[config.mk]
export PLATFORM = sky130hd
export DESIGN_NAME = rtc_raw_to_local_time
export DESIGN_NICKNAME = d
export VERILOG_FILES = /design/src/sv/rtlt_pkg.sv /design/src/sv/rtlt_front.sv /design/src/sv/rtlt_queue.sv /design/src/sv/rtlt_back.sv /design/src/sv/rtc_raw_to_local_time.sv
export VERILOG_INCLUDE_DIRS = /design/src /design/src/sv
export SDC_FILE = /design/constraint.sdc
export NUM_CORES = 1
export LEC_CHECK = 0
export ABC_AREA = 1
export BUFFER_PORTS_ARGS = -buffer_cell sky130_fd_sc_hd__buf_2
export CORE_MARGIN = 5
export CORE_UTILIZATION = 45
export CTS_CLUSTER_SIZE = 14
export DETAILED_ROUTE_END_ITERATION = 8
export GPL_ROUTABILITY_DRIVEN = 0
export PLACE_DENSITY_LB_ADDON = 0.25
export SYNTH_ARGS = -nofsm -noshare
export SYNTH_HDL_FRONTEND = slang
export SYNTH_HIERARCHICAL = 1
export SYNTH_SLANG_ARGS = --single-unit
[constraint.sdc]
create_clock -name i_clk -period 6.5 [get_ports i_clk]
set_input_delay 0.975 -clock i_clk [delete_from_list [all_inputs] [get_ports i_clk]]
set_output_delay 0.975 -clock i_clk [all_outputs]
set_load 0.05 [all_outputs]
[src/sv/rtc_raw_to_local_time_defines.svh]
// Assertion helpers used by the top-level RTL module.
`ifndef RTC_RAW_TO_LOCAL_TIME_DEFINES_SVH
`define RTC_RAW_TO_LOCAL_TIME_DEFINES_SVH

// Same-cycle implication, sampled on i_clk, off while in reset.
`define RTLT_ASSERT_IMP(lbl, ante, cons, msg) \
    lbl: assert property (@(posedge i_clk) disable iff (!i_rst_n) (ante) |-> (cons)) \
        else $error(msg);

// Next-cycle implication, sampled on i_clk, off while in reset.
`define RTLT_ASSERT_NXT(lbl, ante, cons, msg) \
    lbl: assert property (@(posedge i_clk) disable iff (!i_rst_n) (ante) |=> (cons)) \
        else $error(msg);

`endif

[src/sv/rtlt_pkg.sv]
package rtlt_pkg;

    localparam int QUEUE_DEPTH = 2;

    localparam logic signed [10:0] TZ_MIN = -11'sd720;
    localparam logic signed [10:0] TZ_MAX = 11'sd840;

    localparam logic signed [15:0] MIN_PER_DAY = 16'sd1440;

    // floor(r * 1093 / 2^16) == r / 60 for r < 1440
    localparam logic [10:0] DIV60_RECIP = 11'd1093;
    localparam int          DIV60_SHIFT = 16;

    localparam int SB_BINARY_BIT = 2;
    localparam int SB_24H_BIT    = 1;
    localparam int HOUR_PM_BIT   = 7;

    typedef struct packed {
        logic [7:0] raw_second;
        logic [7:0] raw_minute;
        logic [7:0] raw_hour;
        logic [7:0] raw_day;
        logic [7:0] raw_month;
        logic [7:0] raw_year;
        logic [7:0] status_b;
    } t_raw_item;

    typedef struct packed {
        logic [7:0] local_second;
        logic [5:0] local_minute;
        logic [4:0] local_hour;
        logic [7:0] local_day;
        logic [7:0] local_month;
        logic [6:0] local_year;
    } t_local_item;

    // Decoded snapshot waiting for the day carry; year_ofs is year - 2000.
    typedef struct packed {
        logic [7:0]        second;
        logic signed [15:0] mod;
        logic [7:0]        day;
        logic [7:0]        month;
        logic signed [9:0] year_ofs;
    } t_job;

    typedef struct packed {
        logic full;
        logic empty;
    } t_queue_status;

    typedef enum logic [1:0] {
        BK_IDLE,
        BK_CARRY,
        BK_SPLIT
    } t_back_state;

    // Year offset stays within -1..256, so only 2100 and 2200 drop out.
    function automatic logic is_leap(input logic signed [9:0] yo);
        return (yo[1:0] == 2'b00) && (yo != 10'sd100) && (yo != 10'sd200);
    endfunction

    function automatic logic [7:0] days_in_month(input logic signed [9:0] yo,
                                                 input logic [7:0] m);
        logic [7:0] d;
        unique case (m) inside
            8'd1, 8'd3, 8'd5, 8'd7, 8'd8, 8'd10, 8'd12: d = 8'd31;
            8'd4, 8'd6, 8'd9, 8'd11:                    d = 8'd30;
            8'd2:                                       d = is_leap(yo) ? 8'd29 : 8'd28;
            default:                                    d = 8'd30;
        endcase
        return d;
    endfunction

endpackage

[src/sv/rtlt_front.sv]
module rtlt_front import rtlt_pkg::*; (
    input  logic                i_clk,
    input  logic                i_rst_n,
    input  logic                i_cfg_we,
    input  logic signed [10:0]  i_cfg_wdata,
    input  logic                i_in_valid,
    input  t_raw_item           i_raw,
    input  t_queue_status       i_q_status,
    output logic                o_in_ready,
    output logic                o_push,
    output t_job                o_job
);

    logic signed [10:0] r_tz;

    logic               binary;
    logic [7:0]         sec;
    logic [7:0]         mins;
    logic [7:0]         hr_dec;
    logic [7:0]         hr;
    logic [7:0]         day;
    logic [7:0]         mon;
    logic [7:0]         yr;
    logic [6:0]         hr_tens;
    logic [7:0]         pm_sum;
    logic [15:0]        hr16;
    logic [15:0]        hr_min;

    function automatic logic [7:0] from_bcd(input logic [7:0] b);
        logic [7:0] tens;
        tens = {4'd0, b[7:4]};
        return (tens << 3) + (tens << 1) + {4'd0, b[3:0]};
    endfunction

    // v % 24; the caller passes hour + 12, so v <= 139
    function automatic logic [7:0] mod24(input logic [7:0] v);
        logic [7:0] t;
        t = v;
        if (t >= 8'd96) t = t - 8'd96;
        if (t >= 8'd48) t = t - 8'd48;
        if (t >= 8'd24) t = t - 8'd24;
        return t;
    endfunction

    always_ff @(posedge i_clk) begin
        if (!i_rst_n) begin
            r_tz <= '0;
        end else if (i_cfg_we) begin
            if (i_cfg_wdata < TZ_MIN) begin
                r_tz <= TZ_MIN;
            end else if (i_cfg_wdata > TZ_MAX) begin
                r_tz <= TZ_MAX;
            end else begin
                r_tz <= i_cfg_wdata;
            end
        end
    end

    always_comb begin
        binary  = i_raw.status_b[SB_BINARY_BIT];
        hr_tens = {4'd0, i_raw.raw_hour[6:4]};
        sec     = binary ? i_raw.raw_second : from_bcd(i_raw.raw_second);
        mins    = binary ? i_raw.raw_minute : from_bcd(i_raw.raw_minute);
        day     = binary ? i_raw.raw_day    : from_bcd(i_raw.raw_day);
        mon     = binary ? i_raw.raw_month  : from_bcd(i_raw.raw_month);
        yr      = binary ? i_raw.raw_year   : from_bcd(i_raw.raw_year);
        // decoded low part is at most 85, so the PM bit sits on top untouched
        hr_dec  = binary ? i_raw.raw_hour
                         : {i_raw.raw_hour[HOUR_PM_BIT],
                            (hr_tens << 3) + (hr_tens << 1) + {3'd0, i_raw.raw_hour[3:0]}};
        pm_sum  = {1'b0, hr_dec[6:0]} + 8'd12;
        if (!i_raw.status_b[SB_24H_BIT] && hr_dec[HOUR_PM_BIT]) begin
            hr = mod24(pm_sum);
        end else begin
            hr = hr_dec;
        end
        hr16   = {8'd0, hr};
        hr_min = (hr16 << 6) - (hr16 << 2) + {8'd0, mins};

        o_job.second   = sec;
        o_job.mod      = $signed(hr_min) + {{5{r_tz[10]}}, r_tz};
        o_job.day      = day;
        o_job.month    = mon;
        o_job.year_ofs = {2'b00, yr};
    end

    assign o_in_ready = !i_q_status.full;
    assign o_push     = i_in_valid && !i_q_status.full;

endmodule

[src/sv/rtlt_queue.sv]
module rtlt_queue import rtlt_pkg::*; #(
    parameter int Depth = QUEUE_DEPTH
) (
    input  logic          i_clk,
    input  logic          i_rst_n,
    input  logic          i_push,
    input  t_job          i_job,
    input  logic          i_pop,
    output t_job          o_job,
    output t_queue_status o_status
);

    localparam int PtrW = $clog2(Depth);
    localparam int CntW = $clog2(Depth + 1);

    t_job            r_mem [Depth];
    logic [PtrW-1:0] r_wr;
    logic [PtrW-1:0] r_rd;
    logic [CntW-1:0] r_count;

    always_ff @(posedge i_clk) begin
        if (i_push) begin
            r_mem[r_wr] <= i_job;
        end
    end

    always_ff @(posedge i_clk) begin
        if (!i_rst_n) begin
            r_wr    <= '0;
            r_rd    <= '0;
            r_count <= '0;
        end else begin
            if (i_push) begin
                r_wr <= (r_wr == PtrW'(Depth - 1)) ? '0 : r_wr + 1'b1;
            end
            if (i_pop) begin
                r_rd <= (r_rd == PtrW'(Depth - 1)) ? '0 : r_rd + 1'b1;
            end
            if (i_push && !i_pop) begin
                r_count <= r_count + 1'b1;
            end else if (i_pop && !i_push) begin
                r_count <= r_count - 1'b1;
            end
        end
    end

    assign o_job          = r_mem[r_rd];
    assign o_status.full  = (r_count == CntW'(Depth));
    assign o_status.empty = (r_count == '0);

endmodule

[src/sv/rtlt_back.sv]
module rtlt_back import rtlt_pkg::*; (
    input  logic          i_clk,
    input  logic          i_rst_n,
    input  t_job          i_job,
    input  t_queue_status i_q_status,
    output logic          o_pop,
    input  logic          i_out_ready,
    output logic          o_out_valid,
    output t_local_item   o_out_data
);

    t_back_state        r_state, n_state;
    logic signed [15:0] r_mod, n_mod;
    logic [7:0]         r_day, n_day;
    logic [7:0]         r_month, n_month;
    logic signed [9:0]  r_yo, n_yo;
    logic [7:0]         r_sec, n_sec;
    logic [4:0]         r_quot, n_quot;
    logic               r_out_valid, n_out_valid;
    t_local_item        r_out, n_out;

    logic [21:0]        prod;
    logic [10:0]        q11;
    logic [10:0]        rem;
    logic [7:0]         mo_prev;
    logic signed [9:0]  yo_prev;
    logic [9:0]         yo_u;

    always_ff @(posedge i_clk) begin
        if (!i_rst_n) begin
            r_state     <= BK_IDLE;
            r_out_valid <= 1'b0;
        end else begin
            r_state     <= n_state;
            r_out_valid <= n_out_valid;
        end
    end

    always_ff @(posedge i_clk) begin
        r_mod   <= n_mod;
        r_day   <= n_day;
        r_month <= n_month;
        r_yo    <= n_yo;
        r_sec   <= n_sec;
        r_quot  <= n_quot;
        r_out   <= n_out;
    end

    always_comb begin
        n_state     = r_state;
        n_mod       = r_mod;
        n_day       = r_day;
        n_month     = r_month;
        n_yo        = r_yo;
        n_sec       = r_sec;
        n_quot      = r_quot;
        n_out       = r_out;
        n_out_valid = r_out_valid && !i_out_ready;
        o_pop       = 1'b0;

        prod    = r_mod[10:0] * DIV60_RECIP;
        q11     = {6'd0, r_quot};
        rem     = r_mod[10:0] - ((q11 << 6) - (q11 << 2));
        mo_prev = (r_month <= 8'd1) ? 8'd12 : r_month - 8'd1;
        yo_prev = (r_month <= 8'd1) ? r_yo - 10'sd1 : r_yo;
        yo_u    = r_yo;

        unique case (r_state)
            BK_IDLE: begin
                if (!i_q_status.empty) begin
                    o_pop   = 1'b1;
                    n_mod   = i_job.mod;
                    n_day   = i_job.day;
                    n_month = i_job.month;
                    n_yo    = i_job.year_ofs;
                    n_sec   = i_job.second;
                    n_state = BK_CARRY;
                end
            end
            BK_CARRY: begin
                // one whole day per cycle
                if (r_mod < 16'sd0) begin
                    n_mod = r_mod + MIN_PER_DAY;
                    if (r_day <= 8'd1) begin
                        n_month = mo_prev;
                        n_yo    = yo_prev;
                        n_day   = days_in_month(yo_prev, mo_prev);
                    end else begin
                        n_day = r_day - 8'd1;
                    end
                end else if (r_mod >= MIN_PER_DAY) begin
                    n_mod = r_mod - MIN_PER_DAY;
                    if (r_day >= days_in_month(r_yo, r_month)) begin
                        n_day = 8'd1;
                        if (r_month >= 8'd12) begin
                            n_month = 8'd1;
                            n_yo    = r_yo + 10'sd1;
                        end else begin
                            n_month = r_month + 8'd1;
                        end
                    end else begin
                        n_day = r_day + 8'd1;
                    end
                end else begin
                    n_quot  = 5'(prod >> DIV60_SHIFT);
                    n_state = BK_SPLIT;
                end
            end
            BK_SPLIT: begin
                if (!r_out_valid || i_out_ready) begin
                    n_out_valid        = 1'b1;
                    n_out.local_second = r_sec;
                    n_out.local_minute = rem[5:0];
                    n_out.local_hour   = r_quot;
                    n_out.local_day    = r_day;
                    n_out.local_month  = r_month;
                    // 1999 wraps to 99
                    if (r_yo < 10'sd0) begin
                        n_out.local_year = 7'd99;
                    end else if (r_yo < 10'sd100) begin
                        n_out.local_year = yo_u[6:0];
                    end else if (r_yo < 10'sd200) begin
                        n_out.local_year = 7'(yo_u - 10'd100);
                    end else begin
                        n_out.local_year = 7'(yo_u - 10'd200);
                    end
                    n_state = BK_IDLE;
                end
            end
            default: begin
                n_state = BK_IDLE;
            end
        endcase
    end

    assign o_out_valid = r_out_valid;
    assign o_out_data  = r_out;

endmodule

[src/sv/rtc_raw_to_local_time.sv]
// Converts one snapshot of raw RTC registers (BCD or binary, 12- or 24-hour)
// into local time with a signed timezone offset in minutes, carrying days
// through the Gregorian calendar from year 2000. The front end decodes a
// snapshot and takes a new transaction every cycle while its small queue has
// room. The back end carries one whole day per cycle, D days in all (0..11;
// a negative offset carries at most one day back): it takes a snapshot from
// the queue, carries each day, splits the minutes into hour and minute, then
// loads the result register, waiting while an earlier result is not yet taken.
// The result register lets the next snapshot proceed while a result
// waits to be taken. The offset register clamps writes to -720..840 and must
// only be written while no transaction is in flight.
`include "rtc_raw_to_local_time_defines.svh"

module rtc_raw_to_local_time import rtlt_pkg::*; #(
    parameter int QueueDepth = QUEUE_DEPTH
) (
    input  logic               i_clk,
    input  logic               i_rst_n,
    input  logic               i_cfg_we,
    input  logic signed [10:0] i_cfg_wdata,
    input  logic               i_in_valid,
    output logic               o_in_ready,
    input  t_raw_item          i_in_data,
    output logic               o_out_valid,
    input  logic               i_out_ready,
    output t_local_item        o_out_data
);

    t_job          front_job;
    t_job          queue_job;
    t_queue_status q_status;
    logic          q_push;
    logic          q_pop;
    logic          out_in_range;

    rtlt_front u_front (
        .i_clk       (i_clk),
        .i_rst_n     (i_rst_n),
        .i_cfg_we    (i_cfg_we),
        .i_cfg_wdata (i_cfg_wdata),
        .i_in_valid  (i_in_valid),
        .i_raw       (i_in_data),
        .i_q_status  (q_status),
        .o_in_ready  (o_in_ready),
        .o_push      (q_push),
        .o_job       (front_job)
    );

    rtlt_queue #(
        .Depth (QueueDepth)
    ) u_queue (
        .i_clk    (i_clk),
        .i_rst_n  (i_rst_n),
        .i_push   (q_push),
        .i_job    (front_job),
        .i_pop    (q_pop),
        .o_job    (queue_job),
        .o_status (q_status)
    );

    rtlt_back u_back (
        .i_clk       (i_clk),
        .i_rst_n     (i_rst_n),
        .i_job       (queue_job),
        .i_q_status  (q_status),
        .o_pop       (q_pop),
        .i_out_ready (i_out_ready),
        .o_out_valid (o_out_valid),
        .o_out_data  (o_out_data)
    );

    assign out_in_range = (o_out_data.local_minute < 6'd60) && (o_out_data.local_hour < 5'd24)
                       && (o_out_data.local_year < 7'd100);

    `RTLT_ASSERT_IMP(a_pop_not_empty, q_pop, !q_status.empty, "queue popped while empty")
    `RTLT_ASSERT_NXT(a_push_lands, q_push, !q_status.empty, "pushed transaction vanished")
    `RTLT_ASSERT_IMP(a_result_range, o_out_valid && i_out_ready, out_in_range, "result out of range")

endmodule
==> results of run 1 <==
## synth_stat cells, types with 3 or more instances
| cell | n |
|---|---|
| buf_2 | 3 |
| nor3_1 | 23 |
| nor2_1 | 97 |
| nor2_4 | 5 |
| o21ai_2 | 3 |
| o211ai_1 | 5 |
| nand3_1 | 90 |
| xnor2_1 | 11 |
| nand2_2 | 23 |
| nand3_2 | 7 |
| fa_1 | 26 |
| nand4_1 | 15 |
| o21bai_1 | 6 |
| ha_1 | 154 |
| buf_12 | 5 |
| dfxtp_1 | 19 |
| o31ai_1 | 5 |
| clkbuf_1 | 14 |
| nand2_1 | 320 |
| o21ai_1 | 6 |
| edfxtp_1 | 197 |
| o21a_1 | 5 |
| o311ai_0 | 3 |
| clkinv_1 | 3 |
| nor2_2 | 12 |
| or2_2 | 7 |
| o221ai_1 | 7 |
| mux2_4 | 50 |
| buf_4 | 6 |
| xor2_1 | 42 |
| buf_6 | 5 |
| nand2_4 | 4 |
| a21oi_1 | 62 |
| o21ai_0 | 65 |
| inv_2 | 13 |
| a31oi_1 | 11 |
| inv_1 | 206 |
## what timing repair did
action	4_1_cts	5_1_grt
setup endpoints to repair	6	14
gates resized for setup	17	41
gates cloned	0	0
pin swaps	23	44
setup buffers	10	5
## metrics by stage
| stage | TNS (ps) | cells |
|---|---|---|
| after floorplan | -1050 | 1566 |
| after global placement | -4550 | 2163 |
| after detailed placement | -7140 | 2163 |
| after CTS | 0 | 2217 |
| after global routing | -3750 | 2223 |
| final | -476 | 2226 |
## critical path: cells and delay by family
| family | cells | cell delay (ps) |
|---|---|---|
| simple gates | 17 | 1390 |
| xor+xnor | 3 | 500 |
| buf+inv | 8 | 590 |
| compound gates | 8 | 930 |
| fa+ha+maj | 8 | 2490 |
## state kept, by name (all words and copies together), names as in the netlist, 5 cells and up, named ones only
| register | count |
|---|---|
| u_queue/r_mem | 100 |
| u_back/o_out_data | 42 |
| u_back/r_mod | 16 |
| u_front/r_tz | 11 |
| u_back/r_yo | 10 |
| u_back/r_day | 8 |
| u_back/r_month | 8 |
| u_back/r_sec | 8 |
| u_back/r_quot | 5 |
## power breakdown
group	switching (mW)	internal, mW
Clock	0.534	0.824
Combinational	2.80	2.03
Sequential	0.338	2.15
Total	3.67	5.00
## cell families after synthesis
| group | after synthesis |
|---|---|
| AO/OA/AOI/OAI | 195 |
| adder cells (fa/ha/maj) | 180 |
| other | 1 |
| XOR/XNOR | 53 |
| multiplexers | 51 |
| AND/OR/NAND/NOR | 609 |
| flip-flops | 216 |
| buffers and inverters | 260 |
## final timing paths
check                                              to  slack [ps]  cells after the start
worst min register to register  u_back/o_out_data[27]         420                      0
worst min-delay path            u_back/o_out_data[27]         420                      0
worst max register to register       u_back/r_quot[3]        2670                     15
worst max-delay path             u_queue/r_mem[1][40]        -140                     44
## metal layers
metal	vias up	routed length, um	track usage
met2	235	15100	0.287
met3	47	1820	0.0293
met1	5183	14700	0.234
met5	-	28	0
li1	5696	-	-
met4	6	711	0.0439
## area by class of cell
cell class / count / area [um^2]
diodes: 4 / 10.0
clock buffers: 28 / 637
clock inverters: 16 / 170
fillers: 2950 / 15000
inverters: 224 / 861
multi-input cells: 1090 / 7930
flip-flops and latches: 216 / 6300
well taps: 442 / 553
repair buffers: 206 / 1290
==> impl_metrics.json, run 1 <==
{
  "final_util": 0.543,
  "synth_top_cell_area_share": 0.395,
  "synthArstFlopShare": 0,
  "synth_top_flop_cell": "edfxtp_1",
  "worst_slew_margin_rel": 0.436,
  "powerDensity_nw_per_um2": 488,
  "grt_max_degree": 51,
  "dp_hpwl_mm": 24.8,
  "ys_types": 62,
  "status": "finished with violations",
  "cts_tree": "done",
  "insertion_delay_ps": 510,
  "clk_pin_slew_ps": 60,
  "muxShareOfSynthArea": 0.0507,
  "synth_edf_count": 197,
  "drt_iter0_drc": 653,
  "synth_top_family_by_area": "simple AND/OR/NAND/NOR gates",
  "post-place-ws_ps": -714,
  "vias_per_cell": 5.02,
  "finalSetupViolCount": 4,
  "grt_pass1_vias": 11046,
  "wl_per_cell_um": 14.5,
  "crit_arrival_ps": 6900,
  "cts_root_buffer": "clkbuf_16",
  "rsz0062_at_grt": "true",
  "first_pass_iters": 5,
  "critPathLaunchType": "primary input",
  "remaining_drc_errors": 0,
  "p_leak_nw": 8.14,
  "ys_seq_elements": 216,
  "hold_slack_ps": 419,
  "setup_ws_ps": -141,
  "syn_avg_cell_area_um2": 9.58,
  "track_usage": 0.172,
  "cp_common_cell": "nand2_2",
  "core.rowCount": 66,
  "io_pins": 116,
  "antenna_found_initial": 6,
  "numCtsBuffers": 24,
  "worst_path_largest_cell_delay_ps": 570,
  "maxCapViolCount": 0,
  "final_common_cell": "nand2_1",
  "vdd_drop_max_mv": 0.260,
  "tightestPinTransition_ps": 846,
  "period_share": 1.02,
  "cts_sinks": 216,
  "yosysSeqAreaShare": 0.420,
  "grt_pass1_wl_mm": 52.8,
  "cts.hold.buffers_added": 0,
  "yosys_warnings": 6,
  "critPathKind": "primary input to flip-flop",
  "synth-compound-area-share": 0.0774,
  "synthTopCellsByArea": "edfxtp_1, ha_1, nand2_1",
  "placed_area_um2": 16500,
  "synthCells": 1565,
  "core_um2": 32700,
  "grt.overflow.total": 0,
  "htree_levels": 1,
  "area_growth_pct": 18.4,
  "final_area_um2": 17800,
  "synth_adder_area_share": 0.163,
  "vias": 11167,
  "hp-class": "flip-flop to flip-flop",
  "dieArea_um2": 37100,
  "r2r_start": "u_back/r_mod[6]",
  "synthSimpleGateAreaFrac": 0.182,
  "wl_mm": 32.3,
  "synthXorXnorAreaFrac": 0.0310,
  "hold_start": "u_back/r_quot[4]",
  "hold_viol": 0,
  "max_freq_mhz": 151,
  "cts_buffer_depth": 3,
  "crit_start": "i_in_data[34]",
  "synthesis.area_um2": 15000,
  "slew_violations": 0,
  "io_buffers": 109,
  "critPathCaptureType": "flip-flop",
  "fin_total_pwr_mw": 8.67,
  "drive_gt1_frac": 0.246,
  "die-height_um": 193,
  "initial_core_util": 0.458,
  "die_w_um": 193,
  "cp_max_fo": 4,
  "fin_nets": 2014,
  "layout_common_cells": "nand2_1, edfxtp_1, inv_1",
  "final_antenna_net_count": 0,
  "required_ps": 6760,
  "fin_crit_ps": 6640,
  "synth_area_leader_cell": "edfxtp_1",
  "violations": "negative setup slack",
  "skew_ps": 9.07,
  "slowest_stage": "fa_1"
}
Note: power is estimated with default switching activity, not from simulation.
==> run 2, diff against run 1 <==
--- a/config.mk
+++ b/config.mk
@@ -9,7 +9,7 @@
 export ABC_AREA = 1
 export BUFFER_PORTS_ARGS = -buffer_cell sky130_fd_sc_hd__buf_2
 export CORE_MARGIN = 5
-export CORE_UTILIZATION = 45
+export CORE_UTILIZATION = 28
 export CTS_CLUSTER_SIZE = 14
 export DETAILED_ROUTE_END_ITERATION = 8
 export GPL_ROUTABILITY_DRIVEN = 0
==> impl_metrics.json, run 2 (synthesis results as in run 1) <==
{
  "status": "finished, final reports clean",
  "first_pass_iters": 4,
  "core.rowCount": 84,
  "layout_common_cells": "nand2_1, edfxtp_1, inv_1",
  "maxCapViolCount": 0,
  "setup_ws_ps": 20.3,
  "track_usage": 0.118,
  "insertion_delay_ps": 540,
  "required_ps": 6780,
  "placed_area_um2": 16800,
  "drive_gt1_frac": 0.234,
  "slew_violations": 0,
  "period_share": 0.997,
  "area_growth_pct": 19.7,
  "crit_start": "i_in_data[35]",
  "r2r_start": "u_back/r_yo[3]",
  "hp-class": "flip-flop to flip-flop",
  "rsz0062_at_grt": "true",
  "reg2reg_setup_slack_ps": 2650,
  "skew_ps": 19.5,
  "clk_pin_slew_ps": 60,
  "critPathCaptureType": "flip-flop",
  "vias_per_cell": 4.47,
  "cts_root_buffer": "clkbuf_16",
  "cts_tree": "done",
  "final_util": 0.340,
  "cts_buffer_depth": 3,
  "grt_max_degree": 51,
  "hold_slack_ps": 418,
  "core_um2": 52800,
  "switching_share": 0.422,
  "tightestPinTransition_ps": 1050,
  "seqPwrFrac": 0.293,
  "remaining_drc_errors": 0,
  "wl_mm": 35.2,
  "diodes": 0,
  "cts.hold.buffers_added": 0,
  "stdcell_count": 2459,
  "cts_sinks": 216,
  "fin_total_pwr_mw": 8.74,
  "p_sw_mw": 3.69,
  "io_buffers": 109,
  "p_int_mw": 5.06,
  "critPathKind": "primary input to flip-flop",
  "io_pins": 116,
  "dieArea_um2": 58300,
  "cp_common_cell": "nand2_2",
  "critPathLaunchType": "primary input",
  "r2r-end": "u_back/r_yo[1]",
  "dp_hpwl_mm": 27.3,
  "numCtsBuffers": 26,
  "slowest_stage": "fa_1",
  "post-place-ws_ps": -722,
  "grt_pass1_wl_mm": 56.5,
  "vias": 11002,
  "largest_reg_flops": 100,
  "htree_levels": 1,
  "fin_setup_tns_ps": 0,
  "die_w_um": 241,
  "final_common_cell": "nand2_1",
  "largest_register": "u_queue/r_mem",
  "grt.overflow.total": 0,
  "crit_arrival_ps": 6760,
  "p_leak_nw": 8.14,
  "final_antenna_net_count": 0,
  "grt_pass1_vias": 10880,
  "drt_iter0_drc": 480,
  "fin_nets": 2003,
  "antenna_found_initial": 2,
  "worstRegToRegCells": 12,
  "critPathCapture": "u_queue/r_mem[0][41]",
  "cp_max_fo": 4,
  "dp.cells": 2406,
  "die-height_um": 241,
  "worst_path_largest_cell_delay_ps": 580,
  "max_freq_mhz": 154,
  "hold_viol": 0,
  "vdd_drop_max_mv": 0.291,
  "initial_core_util": 0.284,
  "fin_crit_ps": 6480,
  "combPwrFrac": 0.531,
  "clkPwrFrac": 0.176,
  "finalSetupViolCount": 0,
  "wl_per_cell_um": 14.3,
  "final_area_um2": 17900,
  "powerDensity_nw_per_um2": 487,
  "worst_slew_margin_rel": 0.294
}
## run 2: worst min path at each step
stage,startpoint,slack [ps],to,cells after the start
6_report,u_back/r_sec[3],420,u_back/o_out_data[37],0
4_1_cts,u_back/r_sec[7],420,u_back/o_out_data[41],0
5_1_grt,u_back/r_sec[7],440,u_back/o_out_data[41],0
3_5_place_dp,u_back/r_sec[3],410,u_back/o_out_data[37],0
3_3_place_gp,u_back/r_sec[6],400,u_back/o_out_data[40],0
2_1_floorplan,u_back/r_quot[4],400,u_back/o_out_data[27],0
## run 2: power by group through the flow
stage	clock, mW	combinational (mW)	sequential (mW)
after CTS	1.59	4.62	2.57
after detailed placement	0	4.56	2.60
after global placement	0	4.50	2.59
after floorplan	0	3.55	2.35
after global routing	1.64	5.35	2.62
final	1.53	4.64	2.56
## run 2: worst max-delay path: cells and delay by family
kind	cells	cell delay, ps
buf+inv	8	420
compound gates	8	1010
simple gates	21	1720
fa+ha+maj	7	2360
xor+xnor	2	280
## run 2: what timing repair did
action,4_1_cts,5_1_grt
gates resized for setup,4,34
endpoints found under the setup margin,6,14
pin swaps,11,13
buffers inserted,2,3
## run 2: routing by layer
layer  vias up  global-route usage  routed length [um]
met5         -                   0                  27
met4         4              0.0222                 592
met3        41              0.0200                1360
met2       151               0.197               16500
met1      5153               0.164               16800
li1       5653                   -                   -
## run 2: cell type report
type / instances / area, um^2
Clock buffer: 31 / 691
Clock inverter: 17 / 223
Fill cell: 5463 / 34800
Inverter: 224 / 861
Multi-Input combinational cell: 1090 / 7810
Sequential cell: 216 / 6300
Tap cell: 688 / 861
Timing Repair Buffer: 193 / 1200
==> run 3, diff against run 2 <==
--- a/config.mk
+++ b/config.mk
@@ -10,10 +10,12 @@
 export BUFFER_PORTS_ARGS = -buffer_cell sky130_fd_sc_hd__buf_2
 export CORE_MARGIN = 5
 export CORE_UTILIZATION = 28
+export CTS_CLUSTER_DIAMETER = 80
 export CTS_CLUSTER_SIZE = 14
 export DETAILED_ROUTE_END_ITERATION = 8
 export GPL_ROUTABILITY_DRIVEN = 0
 export PLACE_DENSITY_LB_ADDON = 0.25
+export REMOVE_ABC_BUFFERS = 1
 export SYNTH_ARGS = -nofsm -noshare
 export SYNTH_HDL_FRONTEND = slang
 export SYNTH_HIERARCHICAL = 1
==> impl_metrics.json, run 3 (synthesis results as in run 1) <==
{
  "status": "finished, final reports clean",
  "rsz0062_at_grt": "true",
  "slew_violations": 0,
  "grt_busiest_layer": "met2",
  "met1_usage": 0.153,
  "crit_arrival_ps": 6840,
  "antenna_found_initial": 8,
  "globalRouteMet2Util": 0.196,
  "hold_viol": 0,
  "grt_pass1_wl_mm": 55.6,
  "cp_max_fo": 4,
  "largest_reg_flops": 100,
  "powerDensity_nw_per_um2": 466,
  "insertion_delay_ps": 520,
  "dp.cells": 2413,
  "die_w_um": 241,
  "drt_iter0_drc": 486,
  "core_um2": 52800,
  "cts_buffer_depth": 3,
  "slowest_stage": "fa_1",
  "tightestPinTransition_ps": 909,
  "track_usage": 0.115,
  "reg2reg_setup_slack_ps": 2740,
  "worst_path_largest_cell_delay_ps": 580,
  "layout_common_cells": "nand2_1, edfxtp_1, inv_1",
  "core.rowCount": 84,
  "whs_endpoint": "u_back/o_out_data[41]",
  "cts_root_buffer": "clkbuf_16",
  "critPathKind": "primary input to flip-flop",
  "io_buffers": 109,
  "hp-class": "flip-flop to flip-flop",
  "vdd_drop_max_mv": 0.256,
  "clk_pin_slew_ps": 60,
  "critPathCaptureType": "flip-flop",
  "stdcell_count": 2464,
  "use_met3": 0.0188,
  "fin_nets": 2015,
  "hold_start": "u_back/r_sec[7]",
  "vias": 10985,
  "initial_core_util": 0.284,
  "nFillCells": 5401,
  "required_ps": 6850,
  "r2r-end": "u_back/r_quot[3]",
  "die-height_um": 241,
  "p_leak_nw": 8.08,
  "period_share": 0.999,
  "grt_pass1_vias": 11011,
  "numCtsBuffers": 21,
  "remaining_drc_errors": 0,
  "dp_hpwl_mm": 26.1,
  "dieArea_um2": 58300,
  "grt_max_degree": 51,
  "first_pass_iters": 4,
  "io_pins": 116,
  "critPathLaunchType": "primary input",
  "drive_gt1_frac": 0.237,
  "r2r_start": "u_back/r_mod[6]",
  "max_freq_mhz": 154,
  "final_antenna_net_count": 0,
  "maxCapViolCount": 0,
  "worstRegToRegCells": 15,
  "wl_mm": 34.0,
  "worst_slew_margin_rel": 0.394,
  "vias_per_cell": 4.46,
  "fin_crit_ps": 6490,
  "fin_total_pwr_mw": 8.33,
  "finalSetupViolCount": 0,
  "hold_path_depth": 0,
  "largest_register": "u_queue/r_mem",
  "cts_sinks": 216,
  "cts_tree": "done",
  "area_growth_pct": 19.1,
  "fin_setup_tns_ps": 0,
  "grt.overflow.total": 0,
  "wl_per_cell_um": 13.8,
  "cts.hold.buffers_added": 0,
  "skew_ps": 14.0,
  "final_common_cell": "nand2_1",
  "htree_levels": 1,
  "final_util": 0.339
}
run 3: power breakdown:
group | switching (mW) | leakage [nW] | total, mW | internal, mW
sequential | 0.328 | 2.01 | 2.47 | 2.14
clock | 0.514 | 0.290 | 1.11 | 0.598
combinational | 2.74 | 5.78 | 4.75 | 2.01
total | 3.58 | 8.08 | 8.33 | 4.75
run 3: repair_timing:
item / 4_1_cts / 5_1_grt
setup endpoints to repair: 10 / 16
gates resized for setup: 38 / 38
setup buffers: 13 / 5
pin swaps: 33 / 37
run 3: critical path: cells and delay by family:
kind	cells	cell delay, ps
compound gates	8	1000
simple gates	20	1720
xor+xnor	2	380
fa+ha+maj	6	2110
buf+inv	10	670
run 3: how the worst max path moves through the flow:
stage	from	to	slack, ps	depth (start not counted)
6_report	i_in_data[36]	u_queue/r_mem[0][41]	7	46
4_1_cts	i_in_data[36]	u_queue/r_mem[1][40]	-30	47
3_5_place_dp	i_in_data[35]	u_queue/r_mem[0][41]	-830	45
3_3_place_gp	i_in_data[35]	u_queue/r_mem[0][41]	-750	45
2_1_floorplan	i_in_data[35]	u_queue/r_mem[0][41]	-500	45
5_1_grt	i_in_data[36]	u_queue/r_mem[0][40]	-360	47
run 3: layout make-up:
cell class / instances / area, um^2 / area share
multi-input cells: 1090 / 7890 / 0.442
flip-flops and latches: 216 / 6300 / 0.353
repair buffers: 210 / 1340 / 0.0752
well taps: 688 / 861 / 0.0482
inverters: 224 / 853 / 0.0478
clock buffers: 26 / 544 / 0.0305
clock inverters: 5 / 51.3 / 0.00287
diodes: 5 / 12.5 / 0.000701
run 3: per-stage QoR:
stage	setup slack, ps	hold WS, ps	area (um^2)
floorplan	-504	400	14700
global placement	-748	401	16800
detailed placement	-828	405	16800
CTS	-33.9	420	17600
global route	-359	427	17900
finish	6.67	418	17900
run 3: routing by layer:
layer  routed length (um)  part of all wire
met3                 1310             0.039
met1                15700              0.46
met2                16300              0.48
met5                   48            0.0014
met4                  709             0.021
